===== src/hdl/bdq_pkg.sv =====
// Shared types and codes for the bounded deque with remove-by-value.
// Used by the controller, the datapath, the top level and the checker.
package bdq_pkg;

   localparam logic [1:0] OP_PREPEND = 2'd0;
   localparam logic [1:0] OP_APPEND  = 2'd1;
   localparam logic [1:0] OP_REMOVE  = 2'd2;

   localparam logic [1:0] STATUS_DONE = 2'd0;
   localparam logic [1:0] STATUS_FULL = 2'd1;
   localparam logic [1:0] STATUS_MISS = 2'd2;

   typedef struct packed {
      logic [1:0]         operation;
      logic signed [31:0] value;
   } req_type;

   typedef struct packed {
      logic [1:0] status;
      logic [4:0] entry_count;
   } rsp_type;

   typedef struct packed {
      logic       load_req;
      logic       take_fill;
      logic       read_free;
      logic       take_free;
      logic       ins_first;
      logic       ins_link;
      logic       walk_start;
      logic       walk_step;
      logic       unlink;
      logic       finish;
      logic [1:0] status;
      logic       load_rsp;
   } cmd_type;

   typedef struct packed {
      logic [1:0] op;
      logic       full;
      logic       empty;
      logic       stack_empty;
      logic       match;
      logic       walk_last;
   } stat_type;

endpackage


===== src/hdl/bdq_datapath.sv =====
// Datapath of the deque: value, link and free-slot memories, head, tail and counters.
// Depends on bdq_pkg; driven by bdq_controller through command and status structs.
module bdq_datapath #(
   parameter int DEPTH       = 16,
   parameter int VALUE_WIDTH = 32
) (
   input  logic             clock,
   input  logic             reset,
   input  bdq_pkg::req_type req_data,
   input  bdq_pkg::cmd_type cmd,
   output bdq_pkg::stat_type stat,
   output bdq_pkg::rsp_type rsp_data
);
   import bdq_pkg::*;

   localparam int AW = $clog2(DEPTH);
   localparam int CW = $clog2(DEPTH + 1);
   localparam int XW = (VALUE_WIDTH > 32) ? VALUE_WIDTH : 32;
   localparam int EW = (CW > 5) ? CW : 5;

   logic [VALUE_WIDTH-1:0] value_mem [DEPTH];
   logic [AW-1:0]          next_mem  [DEPTH];
   logic [AW-1:0]          prev_mem  [DEPTH];
   logic [AW-1:0]          free_mem  [DEPTH];

   logic [1:0]             op_ff;
   logic [VALUE_WIDTH-1:0] value_ff;
   logic [AW-1:0]          head_ff, tail_ff, slot_ff, free_rd_ff;
   logic [CW-1:0]          count_ff, fill_ff, sp_ff, seen_ff;
   logic [VALUE_WIDTH-1:0] val_rd_ff;
   logic [AW-1:0]          nxt_rd_ff, prv_rd_ff, rd_addr_ff;
   logic [1:0]             status_ff;
   rsp_type                rsp_ff;

   logic [XW-1:0]          value_ext;
   logic [EW-1:0]          count_ext;
   logic [CW-1:0]          sp_dec, seen_inc;
   logic [AW-1:0]          rd_addr_in;
   logic                   front, middle;
   logic                   next_we, prev_we;
   logic [AW-1:0]          next_wa, next_wd, prev_wa, prev_wd;

   assign value_ext  = XW'($unsigned(req_data.value));
   assign count_ext  = EW'(count_ff);
   assign sp_dec     = sp_ff - 1'b1;
   assign seen_inc   = seen_ff + 1'b1;
   assign front      = (op_ff == OP_PREPEND);
   assign middle     = (count_ff != CW'(1)) && (rd_addr_ff != head_ff) && (rd_addr_ff != tail_ff);
   assign rd_addr_in = cmd.walk_start ? head_ff : nxt_rd_ff;

   always_comb begin
      next_we = 1'b0;
      next_wa = slot_ff;
      next_wd = slot_ff;
      prev_we = 1'b0;
      prev_wa = slot_ff;
      prev_wd = slot_ff;
      if (cmd.ins_first) begin
         next_we = 1'b1;
         prev_we = 1'b1;
         if (count_ff != '0) begin
            if (front) begin
               next_wd = head_ff;
            end else begin
               prev_wd = tail_ff;
            end
         end
      end else if (cmd.ins_link) begin
         if (front) begin
            prev_we = 1'b1;
            prev_wa = head_ff;
         end else begin
            next_we = 1'b1;
            next_wa = tail_ff;
         end
      end else if (cmd.unlink && middle) begin
         next_we = 1'b1;
         next_wa = prv_rd_ff;
         next_wd = nxt_rd_ff;
         prev_we = 1'b1;
         prev_wa = nxt_rd_ff;
         prev_wd = prv_rd_ff;
      end
   end

   always_ff @(posedge clock) begin
      if (cmd.ins_first) begin
         value_mem[slot_ff] <= value_ff;
      end
      if (next_we) begin
         next_mem[next_wa] <= next_wd;
      end
      if (prev_we) begin
         prev_mem[prev_wa] <= prev_wd;
      end
      if (cmd.unlink) begin
         free_mem[sp_ff[AW-1:0]] <= rd_addr_ff;
      end
      if (cmd.read_free) begin
         free_rd_ff <= free_mem[sp_dec[AW-1:0]];
      end
      if (cmd.walk_start || cmd.walk_step) begin
         val_rd_ff  <= value_mem[rd_addr_in];
         nxt_rd_ff  <= next_mem[rd_addr_in];
         prv_rd_ff  <= prev_mem[rd_addr_in];
         rd_addr_ff <= rd_addr_in;
      end
   end

   always_ff @(posedge clock) begin
      if (cmd.load_req) begin
         op_ff    <= req_data.operation;
         value_ff <= value_ext[VALUE_WIDTH-1:0];
      end
      if (cmd.take_fill) begin
         slot_ff <= fill_ff[AW-1:0];
      end else if (cmd.take_free) begin
         slot_ff <= free_rd_ff;
      end
      if (cmd.walk_start) begin
         seen_ff <= '0;
      end else if (cmd.walk_step) begin
         seen_ff <= seen_inc;
      end
      if (cmd.finish) begin
         status_ff <= cmd.status;
      end
      if (cmd.load_rsp) begin
         rsp_ff.status      <= status_ff;
         rsp_ff.entry_count <= count_ext[4:0];
      end
   end

   always_ff @(posedge clock) begin
      if (reset) begin
         head_ff  <= '0;
         tail_ff  <= '0;
         count_ff <= '0;
         fill_ff  <= '0;
         sp_ff    <= '0;
      end else begin
         if (cmd.take_fill) begin
            fill_ff <= fill_ff + 1'b1;
         end
         if (cmd.ins_first && (count_ff == '0)) begin
            head_ff  <= slot_ff;
            tail_ff  <= slot_ff;
            count_ff <= count_ff + 1'b1;
         end
         if (cmd.ins_link) begin
            if (front) begin
               head_ff <= slot_ff;
            end else begin
               tail_ff <= slot_ff;
            end
            count_ff <= count_ff + 1'b1;
         end
         if (cmd.take_free) begin
            sp_ff <= sp_dec;
         end
         if (cmd.unlink) begin
            if (count_ff != CW'(1)) begin
               if (rd_addr_ff == head_ff) begin
                  head_ff <= nxt_rd_ff;
               end else if (rd_addr_ff == tail_ff) begin
                  tail_ff <= prv_rd_ff;
               end
            end
            sp_ff    <= sp_ff + 1'b1;
            count_ff <= count_ff - 1'b1;
         end
      end
   end

   assign stat.op          = op_ff;
   assign stat.full        = (count_ff == CW'(DEPTH));
   assign stat.empty       = (count_ff == '0);
   assign stat.stack_empty = (sp_ff == '0);
   assign stat.match       = (val_rd_ff == value_ff);
   assign stat.walk_last   = (seen_inc == count_ff);
   assign rsp_data         = rsp_ff;

endmodule


===== src/hdl/bdq_controller.sv =====
// Sequencing state machine of the deque: dispatch, insert, list walk and response.
// Depends on bdq_pkg; commands bdq_datapath and owns the result valid flag.
module bdq_controller (
   input  logic              clock,
   input  logic              reset,
   input  logic              req_valid,
   output logic              req_ready,
   output logic              rsp_valid,
   input  logic              rsp_ready,
   input  bdq_pkg::stat_type stat,
   output bdq_pkg::cmd_type  cmd
);
   import bdq_pkg::*;

   typedef enum logic [2:0] {
      IDLE, DISPATCH, ALLOC, INS_FIRST, INS_LINK, WALK, UNLINK, RESPOND
   } state_type;

   state_type state_ff, state_in;
   logic      rsp_valid_ff, rsp_valid_in;

   always_comb begin
      cmd          = '0;
      state_in     = state_ff;
      rsp_valid_in = rsp_ready ? 1'b0 : rsp_valid_ff;
      unique case (state_ff)
         IDLE: begin
            if (req_valid) begin
               cmd.load_req = 1'b1;
               state_in     = DISPATCH;
            end
         end
         DISPATCH: begin
            priority if ((stat.op == OP_PREPEND) || (stat.op == OP_APPEND)) begin
               if (stat.full) begin
                  cmd.finish = 1'b1;
                  cmd.status = STATUS_FULL;
                  state_in   = RESPOND;
               end else if (stat.stack_empty) begin
                  cmd.take_fill = 1'b1;
                  state_in      = INS_FIRST;
               end else begin
                  cmd.read_free = 1'b1;
                  state_in      = ALLOC;
               end
            end else if (stat.op == OP_REMOVE) begin
               if (stat.empty) begin
                  cmd.finish = 1'b1;
                  cmd.status = STATUS_MISS;
                  state_in   = RESPOND;
               end else begin
                  cmd.walk_start = 1'b1;
                  state_in       = WALK;
               end
            end else begin
               cmd.finish = 1'b1;
               cmd.status = STATUS_DONE;
               state_in   = RESPOND;
            end
         end
         ALLOC: begin
            cmd.take_free = 1'b1;
            state_in      = INS_FIRST;
         end
         INS_FIRST: begin
            cmd.ins_first = 1'b1;
            if (stat.empty) begin
               cmd.finish = 1'b1;
               cmd.status = STATUS_DONE;
               state_in   = RESPOND;
            end else begin
               state_in = INS_LINK;
            end
         end
         INS_LINK: begin
            cmd.ins_link = 1'b1;
            cmd.finish   = 1'b1;
            cmd.status   = STATUS_DONE;
            state_in     = RESPOND;
         end
         WALK: begin
            if (stat.match) begin
               state_in = UNLINK;
            end else if (stat.walk_last) begin
               cmd.finish = 1'b1;
               cmd.status = STATUS_MISS;
               state_in   = RESPOND;
            end else begin
               cmd.walk_step = 1'b1;
            end
         end
         UNLINK: begin
            cmd.unlink = 1'b1;
            cmd.finish = 1'b1;
            cmd.status = STATUS_DONE;
            state_in   = RESPOND;
         end
         RESPOND: begin
            if (!rsp_valid_ff || rsp_ready) begin
               cmd.load_rsp = 1'b1;
               rsp_valid_in = 1'b1;
               state_in     = IDLE;
            end
         end
         default: begin
            state_in = IDLE;
         end
      endcase
   end

   always_ff @(posedge clock) begin
      if (reset) begin
         state_ff     <= IDLE;
         rsp_valid_ff <= 1'b0;
      end else begin
         state_ff     <= state_in;
         rsp_valid_ff <= rsp_valid_in;
      end
   end

   assign req_ready = (state_ff == IDLE);
   assign rsp_valid = rsp_valid_ff;

endmodule


===== src/hdl/bounded_deque_remove_by_value_core.sv =====
// Top level of the bounded deque with remove-by-value.
// Depends on bdq_pkg, bdq_controller and bdq_datapath.
//
//   Channel   Direction  Handshake             Payload
//   req       in         req_valid/req_ready   req_data   (operation, value)
//   rsp       out        rsp_valid/rsp_ready   rsp_data   (status, entry_count)
//
// A prepend or append fills a recycled or fresh slot and links it, or is dropped when full.
// A remove walks the linked list one entry per cycle through the registered link
// memory read, then unlinks the first match or reports a miss after the last entry.
// A new transaction is accepted while a finished result still waits in the output register.
// Reset is synchronous and empties the list; no clearing pass over the memories is needed.
module bounded_deque_remove_by_value_core #(
   parameter int DEPTH       = 16,
   parameter int VALUE_WIDTH = 32
) (
   input  logic             clock,
   input  logic             reset,
   input  logic             req_valid,
   output logic             req_ready,
   input  bdq_pkg::req_type req_data,
   output logic             rsp_valid,
   input  logic             rsp_ready,
   output bdq_pkg::rsp_type rsp_data
);
   import bdq_pkg::*;

   cmd_type  cmd;
   stat_type stat;

   bdq_controller u_controller (
      .clock     (clock),
      .reset     (reset),
      .req_valid (req_valid),
      .req_ready (req_ready),
      .rsp_valid (rsp_valid),
      .rsp_ready (rsp_ready),
      .stat      (stat),
      .cmd       (cmd)
   );

   bdq_datapath #(
      .DEPTH       (DEPTH),
      .VALUE_WIDTH (VALUE_WIDTH)
   ) u_datapath (
      .clock    (clock),
      .reset    (reset),
      .req_data (req_data),
      .cmd      (cmd),
      .stat     (stat),
      .rsp_data (rsp_data)
   );

endmodule


===== config.mk =====
export PLATFORM = sky130hd
export DESIGN_NAME = bounded_deque_remove_by_value_core
export DESIGN_NICKNAME = d
export VERILOG_FILES = /design/src/hdl/bdq_pkg.sv /design/src/hdl/bdq_datapath.sv /design/src/hdl/bdq_controller.sv /design/src/hdl/bounded_deque_remove_by_value_core.sv
export SDC_FILE = /design/constraint.sdc
export NUM_CORES = 1
export LEC_CHECK = 0
export BUFFER_PORTS_ARGS = -buffer_cell sky130_fd_sc_hd__buf_4
export CORE_MARGIN = 3
export CORE_UTILIZATION = 56
export DETAILED_ROUTE_END_ITERATION = 16
export PLACE_DENSITY = 0.75
export SETUP_SLACK_MARGIN = 0.02
export SYNTH_ARGS = -nofsm -noshare
export SYNTH_HDL_FRONTEND = slang
export SYNTH_SLANG_ARGS = --single-unit

===== constraint.sdc =====
create_clock -name clock -period 4 [get_ports clock]
set_input_delay 0.4 -clock clock [delete_from_list [all_inputs] [get_ports clock]]
set_output_delay 0.4 -clock clock [all_outputs]
set_load 0.05 [all_outputs]

==> flow_metrics.env, run 1 <==
export IMPL_drc_errors=0
export IMPL_hold_class="in -> reg"
export IMPL_cts_tree="done"
export IMPL_r2r_start="u_datapath.count_ext[0]$_SDFFE_PP0P_"
export IMPL_final_common_cell="edfxtp_1"
export IMPL_fin_crit_ps=3690
export IMPL_r2r_end="u_datapath.val_rd_ff[9]$_DFFE_PP_"
export IMPL_ant_nets=0
export IMPL_use_met2_pct=37.2
export IMPL_cts_max_level=3
export IMPL_rsz0062_at_grt="no"
export IMPL_path_max_fanout=51
export IMPL_critPathRequiredTime_ps=4350
export IMPL_worst_pin_slew_ps=896
export IMPL_power_switching_w=0.00622
export IMPL_area_growth_pct=14.2
export IMPL_path_clk_slew_ps=70
export IMPL_drive_gt1_share_pct=14.1
export IMPL_timing_final_crit_share_pct=92.3
export IMPL_grt_max_degree=82
export IMPL_hold_path_startpoint="reset"
export IMPL_nNetsFinal=2093
export IMPL_via_per_inst=6.22
export IMPL_swShare_pct=27.3
export IMPL_ir_drop_mv=0.534
export IMPL_num_vias=17900
export IMPL_antenna_found_initial=1
export IMPL_hold_depth=2
export IMPL_place_gp_congestion=0.880
export IMPL_cts_root_buffer="clkbuf_16"
export IMPL_clockBufferDepth=3
export IMPL_io_pins=47
export IMPL_drtPass1Iterations=5
export IMPL_fillers=3917
export IMPL_hold_end="u_datapath.head_ff[0]$_SDFF_PP0_"
export IMPL_yosysUniqueCellTypes=62
export IMPL_maxCapViolCount=0
export IMPL_drv_slew=0
export IMPL_ys_seq_area_share_pct=74.8
export IMPL_overflow=0
export IMPL_antennaDiodeCount=0
export IMPL_syn_area_um2=32900
export IMPL_rows=88
export IMPL_dieArea_um2=61700
export IMPL_reg2reg_slack_ps=310
export IMPL_numCtsBuffers=81
export IMPL_endpoint_kind="flop"
export IMPL_setup_tns_ps=0
export IMPL_status="completed"
export IMPL_setup_violations=0
export IMPL_arrival_ps=4040
export IMPL_powerDensity_nw_per_um2=607
export IMPL_hold_viol=0
export IMPL_grt_pass1_vias=17900
export IMPL_synth_async_reset_ratio_pct=0
export IMPL_p_leak_nw=12.9
export IMPL_clkSinkCount=830
export IMPL_power_frac_comb_pct=18.1
export IMPL_syn_num_nets=1965
export IMPL_synth_edff_count=799
export IMPL_first_iter_violations=1917
export IMPL_syn_avg_cell_area_um2=17.2
export IMPL_finalWirelength_um=72200
export IMPL_finalPower_w=0.0228
export IMPL_track_usage_pct=23.1
export IMPL_start_util_pct=56.8
export IMPL_seqPwrFrac_pct=48.7
export IMPL_fin_skew_ps=24.2
export IMPL_hpwlAfterDp_um=39300
export IMPL_mostFrequentLayoutCells="799 x edfxtp_1, 334 x mux2i_1, 167 x o22ai_1"
export IMPL_grt_util_met1_pct=31.3
export IMPL_busiest_layer="met2"
export IMPL_start_kind="flop"
export IMPL_clkPwrFrac_pct=33.2
export IMPL_grt_pass1_wl_um=108000
export IMPL_synth_ff_latch_count=830
export IMPL_postSynthCellCount=1916
export IMPL_intPower_w=0.0166
export IMPL_ys_warn_count=0
export IMPL_clk_insertion_delay_late_ps=630
export IMPL_use_met3_pct=4.32
export IMPL_port_buffers=46
export IMPL_cts_setup_buffers=0
export IMPL_crit_type="reg -> reg"
export IMPL_slew_headroom_pct=39.7
export IMPL_die_h_um=248
export IMPL_core_area_um2=57900
export IMPL_rr_worst_depth=10
export IMPL_wl_per_cell_um=25.1
export IMPL_fp_dieW_um=248
export IMPL_fmax_mhz=271
export IMPL_synthFlopType="edfxtp_1"
## worst max-delay path, stage by stage (launching register included)
cell	delay, ps
dfxtp_1	390
inv_1	150
ha_1	240
or4b_1	600
nand3_2	180
mux2i_4	310
buf_12	240
buf_12	360
mux2i_1	280
o22ai_1	120
or4_1	540
## what timing repair did
action	4_1_cts	5_1_grt
endpoints found under the hold margin	34	0
resized for setup	0	0
hold buffers	34	0
## state kept, by name (all words and copies together) (netlist names), 7 cells and up
| signal | flops |
|---|---|
| u_datapath.value_mem | 512 |
| u_datapath.next_mem | 64 |
| u_datapath.val_rd_ff | 32 |
| u_datapath.prev_mem | 64 |
| u_datapath.rsp_data | 7 |
| u_datapath.value_ff | 32 |
| u_datapath.free_mem | 64 |
## worst max path at each step
stage,slack [ps],depth (start not counted),start,end
floorplan,180,5,u_controller.state_ff[1]$_SDFFE_PP0P_,u_datapath.value_mem[3][0]$_DFFE_PP_
global placement,480,9,u_datapath.count_ext[0]$_SDFFE_PP0P_,u_datapath.prv_rd_ff[0]$_DFFE_PP_
detailed placement,350,10,u_datapath.count_ext[0]$_SDFFE_PP0P_,u_datapath.val_rd_ff[9]$_DFFE_PP_
CTS,340,10,u_datapath.count_ext[0]$_SDFFE_PP0P_,u_datapath.val_rd_ff[18]$_DFFE_PP_
global route,160,10,u_datapath.count_ext[0]$_SDFFE_PP0P_,u_datapath.val_rd_ff[9]$_DFFE_PP_
finish,310,10,u_datapath.count_ext[0]$_SDFFE_PP0P_,u_datapath.val_rd_ff[9]$_DFFE_PP_
## final cells by class
| class | instances | area [um2] | area share, % |
|---|---|---|---|
| Inverter | 16 | 60.1 | 0.160 |
| Clock inverter | 49 | 495 | 1.32 |
| Sequential cell | 830 | 24600 | 65.5 |
| Clock buffer | 99 | 2180 | 5.79 |
| Tap cell | 765 | 957 | 2.55 |
| Multi-Input combinational cell | 968 | 7890 | 21.0 |
| Timing Repair Buffer | 147 | 1400 | 3.73 |
## cell families (layout without fill, tap and decap cells)
group / after synthesis / after routing / share of synthesized area, %
AOI/OAI and AO/OA: 239 / 239 / 4.75
xor gates and xnor gates: 58 / 58 / 1.54
adders and majority gates: 11 / 11 / 0.418
buffers and inverters: 118 / 311 / 1.92
DFF: 830 / 830 / 74.8
muxes: 359 / 359 / 11.7
and+or+nand+nor: 301 / 301 / 4.90
## cell usage after synthesis, types with 7 or more instances
master / instances / share of area [%]
mux4_2: 20 / 1.4
or3_1: 9 / 0.17
o21ai_0: 10 / 0.15
nor3b_1: 7 / 0.16
nor3_1: 20 / 0.30
a211oi_1: 7 / 0.16
nand2_1: 45 / 0.51
buf_6: 17 / 0.58
xor2_1: 10 / 0.27
a21oi_1: 20 / 0.30
dfxtp_1: 31 / 1.9
nand4_1: 13 / 0.25
buf_2: 34 / 0.52
xnor2_1: 48 / 1.3
inv_1: 16 / 0.18
nand3_1: 16 / 0.24
nor2_1: 91 / 1.0
nor4_1: 13 / 0.25
edfxtp_1: 799 / 73
mux2i_1: 335 / 10
nand2b_1: 11 / 0.21
clkbuf_1: 46 / 0.52
ha_1: 11 / 0.42
o22ai_1: 167 / 3.2
or4_1: 45 / 1.0
## routing by layer
| metal | vias to the layer above | part of all wire, % |
|---|---|---|
| li1 | 7916 | - |
| met4 | 2 | 3.5 |
| met3 | 178 | 7.5 |
| met2 | 768 | 49 |
| met5 | - | 0.015 |
| met1 | 8999 | 40 |
## through the flow
step | utilization [%] | cell area [um2] | hold slack (ps) | setup WS [ps] | cells
after global routing | 64.9 | 37600 | 133 | 159 | 2874
after detailed placement | 59.7 | 34600 | 407 | 348 | 2692
after floorplan | - | 32900 | 400 | 181 | 1916
final | 64.9 | 37600 | 150 | 309 | 2874
after global placement | 59.7 | 34600 | 404 | 477 | 2692
after CTS | 64.9 | 37600 | 112 | 338 | 2874
## power groups by stage
| stage | combinational (W) | clock, W | sequential (W) |
|---|---|---|---|
| after floorplan | 0.00287 | 0 | 0.0111 |
| after global placement | 0.00399 | 0 | 0.0113 |
| after detailed placement | 0.00408 | 0 | 0.0113 |
| after CTS | 0.00413 | 0.00769 | 0.0111 |
| after global routing | 0.00444 | 0.00802 | 0.0112 |
| final | 0.00413 | 0.00758 | 0.0111 |
(Power assumes the default switching activity.)
==> run 2, diff against run 1 <==
- CORE_UTILIZATION: 56 -> 45
- PLACE_DENSITY: 0.75 -> unset
==> flow_metrics.env, run 2 (synthesized netlist as in run 1, its figures left out) <==
export IMPL_hold_class="in -> reg"
export IMPL_maxCapViolCount=0
export IMPL_antennaDiodeCount=0
export IMPL_io_pins=47
export IMPL_drv_slew=0
export IMPL_grt_pass1_vias=17400
export IMPL_hpwlAfterDp_um=43100
export IMPL_fin_skew_ps=22.3
export IMPL_antenna_found_initial=0
export IMPL_endpoint_kind="flop"
export IMPL_drtPass1Iterations=6
export IMPL_grt_max_degree=67
export IMPL_hold_viol=0
export IMPL_crit_type="reg -> reg"
export IMPL_cts_root_buffer="clkbuf_16"
export IMPL_critPathRequiredTime_ps=4360
export IMPL_overflow=0
export IMPL_powerDensity_nw_per_um2=610
export IMPL_rsz0062_at_grt="no"
export IMPL_first_iter_violations=1828
export IMPL_track_usage_pct=19.6
export IMPL_numCtsBuffers=86
export IMPL_mostFrequentLayoutCells="799 x edfxtp_1, 334 x mux2i_1, 167 x o22ai_1"
export IMPL_hold_path_startpoint="rsp_ready"
export IMPL_arrival_ps=4040
export IMPL_setup_violations=0
export IMPL_cts_setup_buffers=0
export IMPL_reg2reg_slack_ps=320
export IMPL_start_util_pct=45.7
export IMPL_r2r_end="u_datapath.val_rd_ff[1]$_DFFE_PP_"
export IMPL_clkSinkCount=830
export IMPL_fin_crit_ps=3680
export IMPL_fmax_mhz=271
export IMPL_via_per_inst=5.69
export IMPL_drc_errors=0
export IMPL_hold_end="u_controller.rsp_valid$_SDFF_PP0_"
export IMPL_port_buffers=46
export IMPL_fin_cells=3087
export IMPL_timing_final_crit_share_pct=92.1
export IMPL_hold_depth=3
export IMPL_dieArea_um2=76400
export IMPL_area_growth_pct=16.2
export IMPL_grt_pass1_wl_um=113000
export IMPL_wl_per_cell_um=24.5
export IMPL_cts_max_level=3
export IMPL_ant_nets=0
export IMPL_final_cell_area_um2=38300
export IMPL_path_clk_slew_ps=60
export IMPL_numPlacedInstances=2896
export IMPL_clockBufferDepth=3
export IMPL_num_vias=17600
export IMPL_place_gp_congestion=0.842
export IMPL_post_cts_resized=0
export IMPL_r2r_start="u_datapath.count_ext[0]$_SDFFE_PP0P_"
export IMPL_cts_tree="done"
export IMPL_rows=98
export IMPL_path_max_fanout=66
export IMPL_drive_gt1_share_pct=15.2
export IMPL_regMostFlops="u_datapath.value_mem"
export IMPL_start_kind="flop"
export IMPL_slew_headroom_pct=47.2
export IMPL_fp_dieW_um=276
export IMPL_setup_tns_ps=0
export IMPL_status="completed"
export IMPL_finalWirelength_um=75500
export IMPL_dpl_instance_area_um2=35100
export IMPL_worst_pin_slew_ps=792
export IMPL_die_h_um=276
export IMPL_core_area_um2=72000
export IMPL_largest_reg_flops=512
export IMPL_rr_worst_depth=10
export IMPL_ir_drop_mv=0.333
export IMPL_clk_insertion_delay_late_ps=640
export IMPL_final_common_cell="edfxtp_1"
export IMPL_p_leak_nw=13.1
export IMPL_nNetsFinal=2117
run 2: stage by stage:
step	utilization, %	worst slack [ps]	power [W]	hold slack (ps)
floorplan	-	181	0.0140	400
global placement	48.8	449	0.0155	403
detailed placement	48.8	376	0.0156	405
CTS	53.1	355	0.0235	46.1
global route	53.1	168	0.0243	97.8
finish	53.1	315	0.0233	87.9
run 2: critical path, cell delays in order, from the launching register on:
cell and delay [ps]:
dfxtp_1 380, inv_1 140, ha_1 260, or4b_1 600
nand3_2 180, mux2i_4 260, buf_12 210, buf_12 380
mux2i_1 270, o22ai_1 100, or4_1 520
run 2: how the worst max path moves through the flow:
stage	start	to	cells after the start	slack [ps]
after detailed placement	u_datapath.count_ext[0]$_SDFFE_PP0P_	u_datapath.val_rd_ff[6]$_DFFE_PP_	10	380
after floorplan	u_controller.state_ff[1]$_SDFFE_PP0P_	u_datapath.value_mem[3][0]$_DFFE_PP_	5	180
after global routing	u_datapath.count_ext[0]$_SDFFE_PP0P_	u_datapath.val_rd_ff[6]$_DFFE_PP_	10	170
final	u_datapath.count_ext[0]$_SDFFE_PP0P_	u_datapath.val_rd_ff[1]$_DFFE_PP_	10	320
after CTS	u_datapath.count_ext[0]$_SDFFE_PP0P_	u_datapath.val_rd_ff[1]$_DFFE_PP_	10	350
after global placement	u_datapath.count_ext[0]$_SDFFE_PP0P_	u_datapath.val_rd_ff[3]$_DFFE_PP_	10	450
run 2: final cells by class:
cell class                      count  area, um2
Multi-Input combinational cell    968       7890
Tap cell                          950       1190
Fill cell                        5641      33700
Sequential cell                   830      24600
Inverter                           16       60.1
Clock inverter                     53        526
Timing Repair Buffer              166       1680
Clock buffer                      104       2290
run 2: power breakdown:
| group | internal, W | total (W) | switching [W] |
|---|---|---|---|
| clock network | 0.00462 | 0.00792 | 0.00330 |
| registers | 0.0106 | 0.0111 | 0.000556 |
| logic | 0.00169 | 0.00428 | 0.00260 |
| total | 0.0169 | 0.0233 | 0.00645 |
run 2: repair_timing:
action                                  4_1_cts  5_1_grt
hold buffers                                 34        0
endpoints found under the hold margin        34        0
endpoints found under the setup margin        0        0
run 2: metal layers:
metal / GRT usage, % / up-vias / share of wire, %
met5: 0 / - / 0
li1: - / 7985 / -
met1: 28.4 / 8974 / 45
met2: 30.7 / 500 / 47
met3: 3.20 / 113 / 5.2
met4: 5.62 / 0 / 2.2
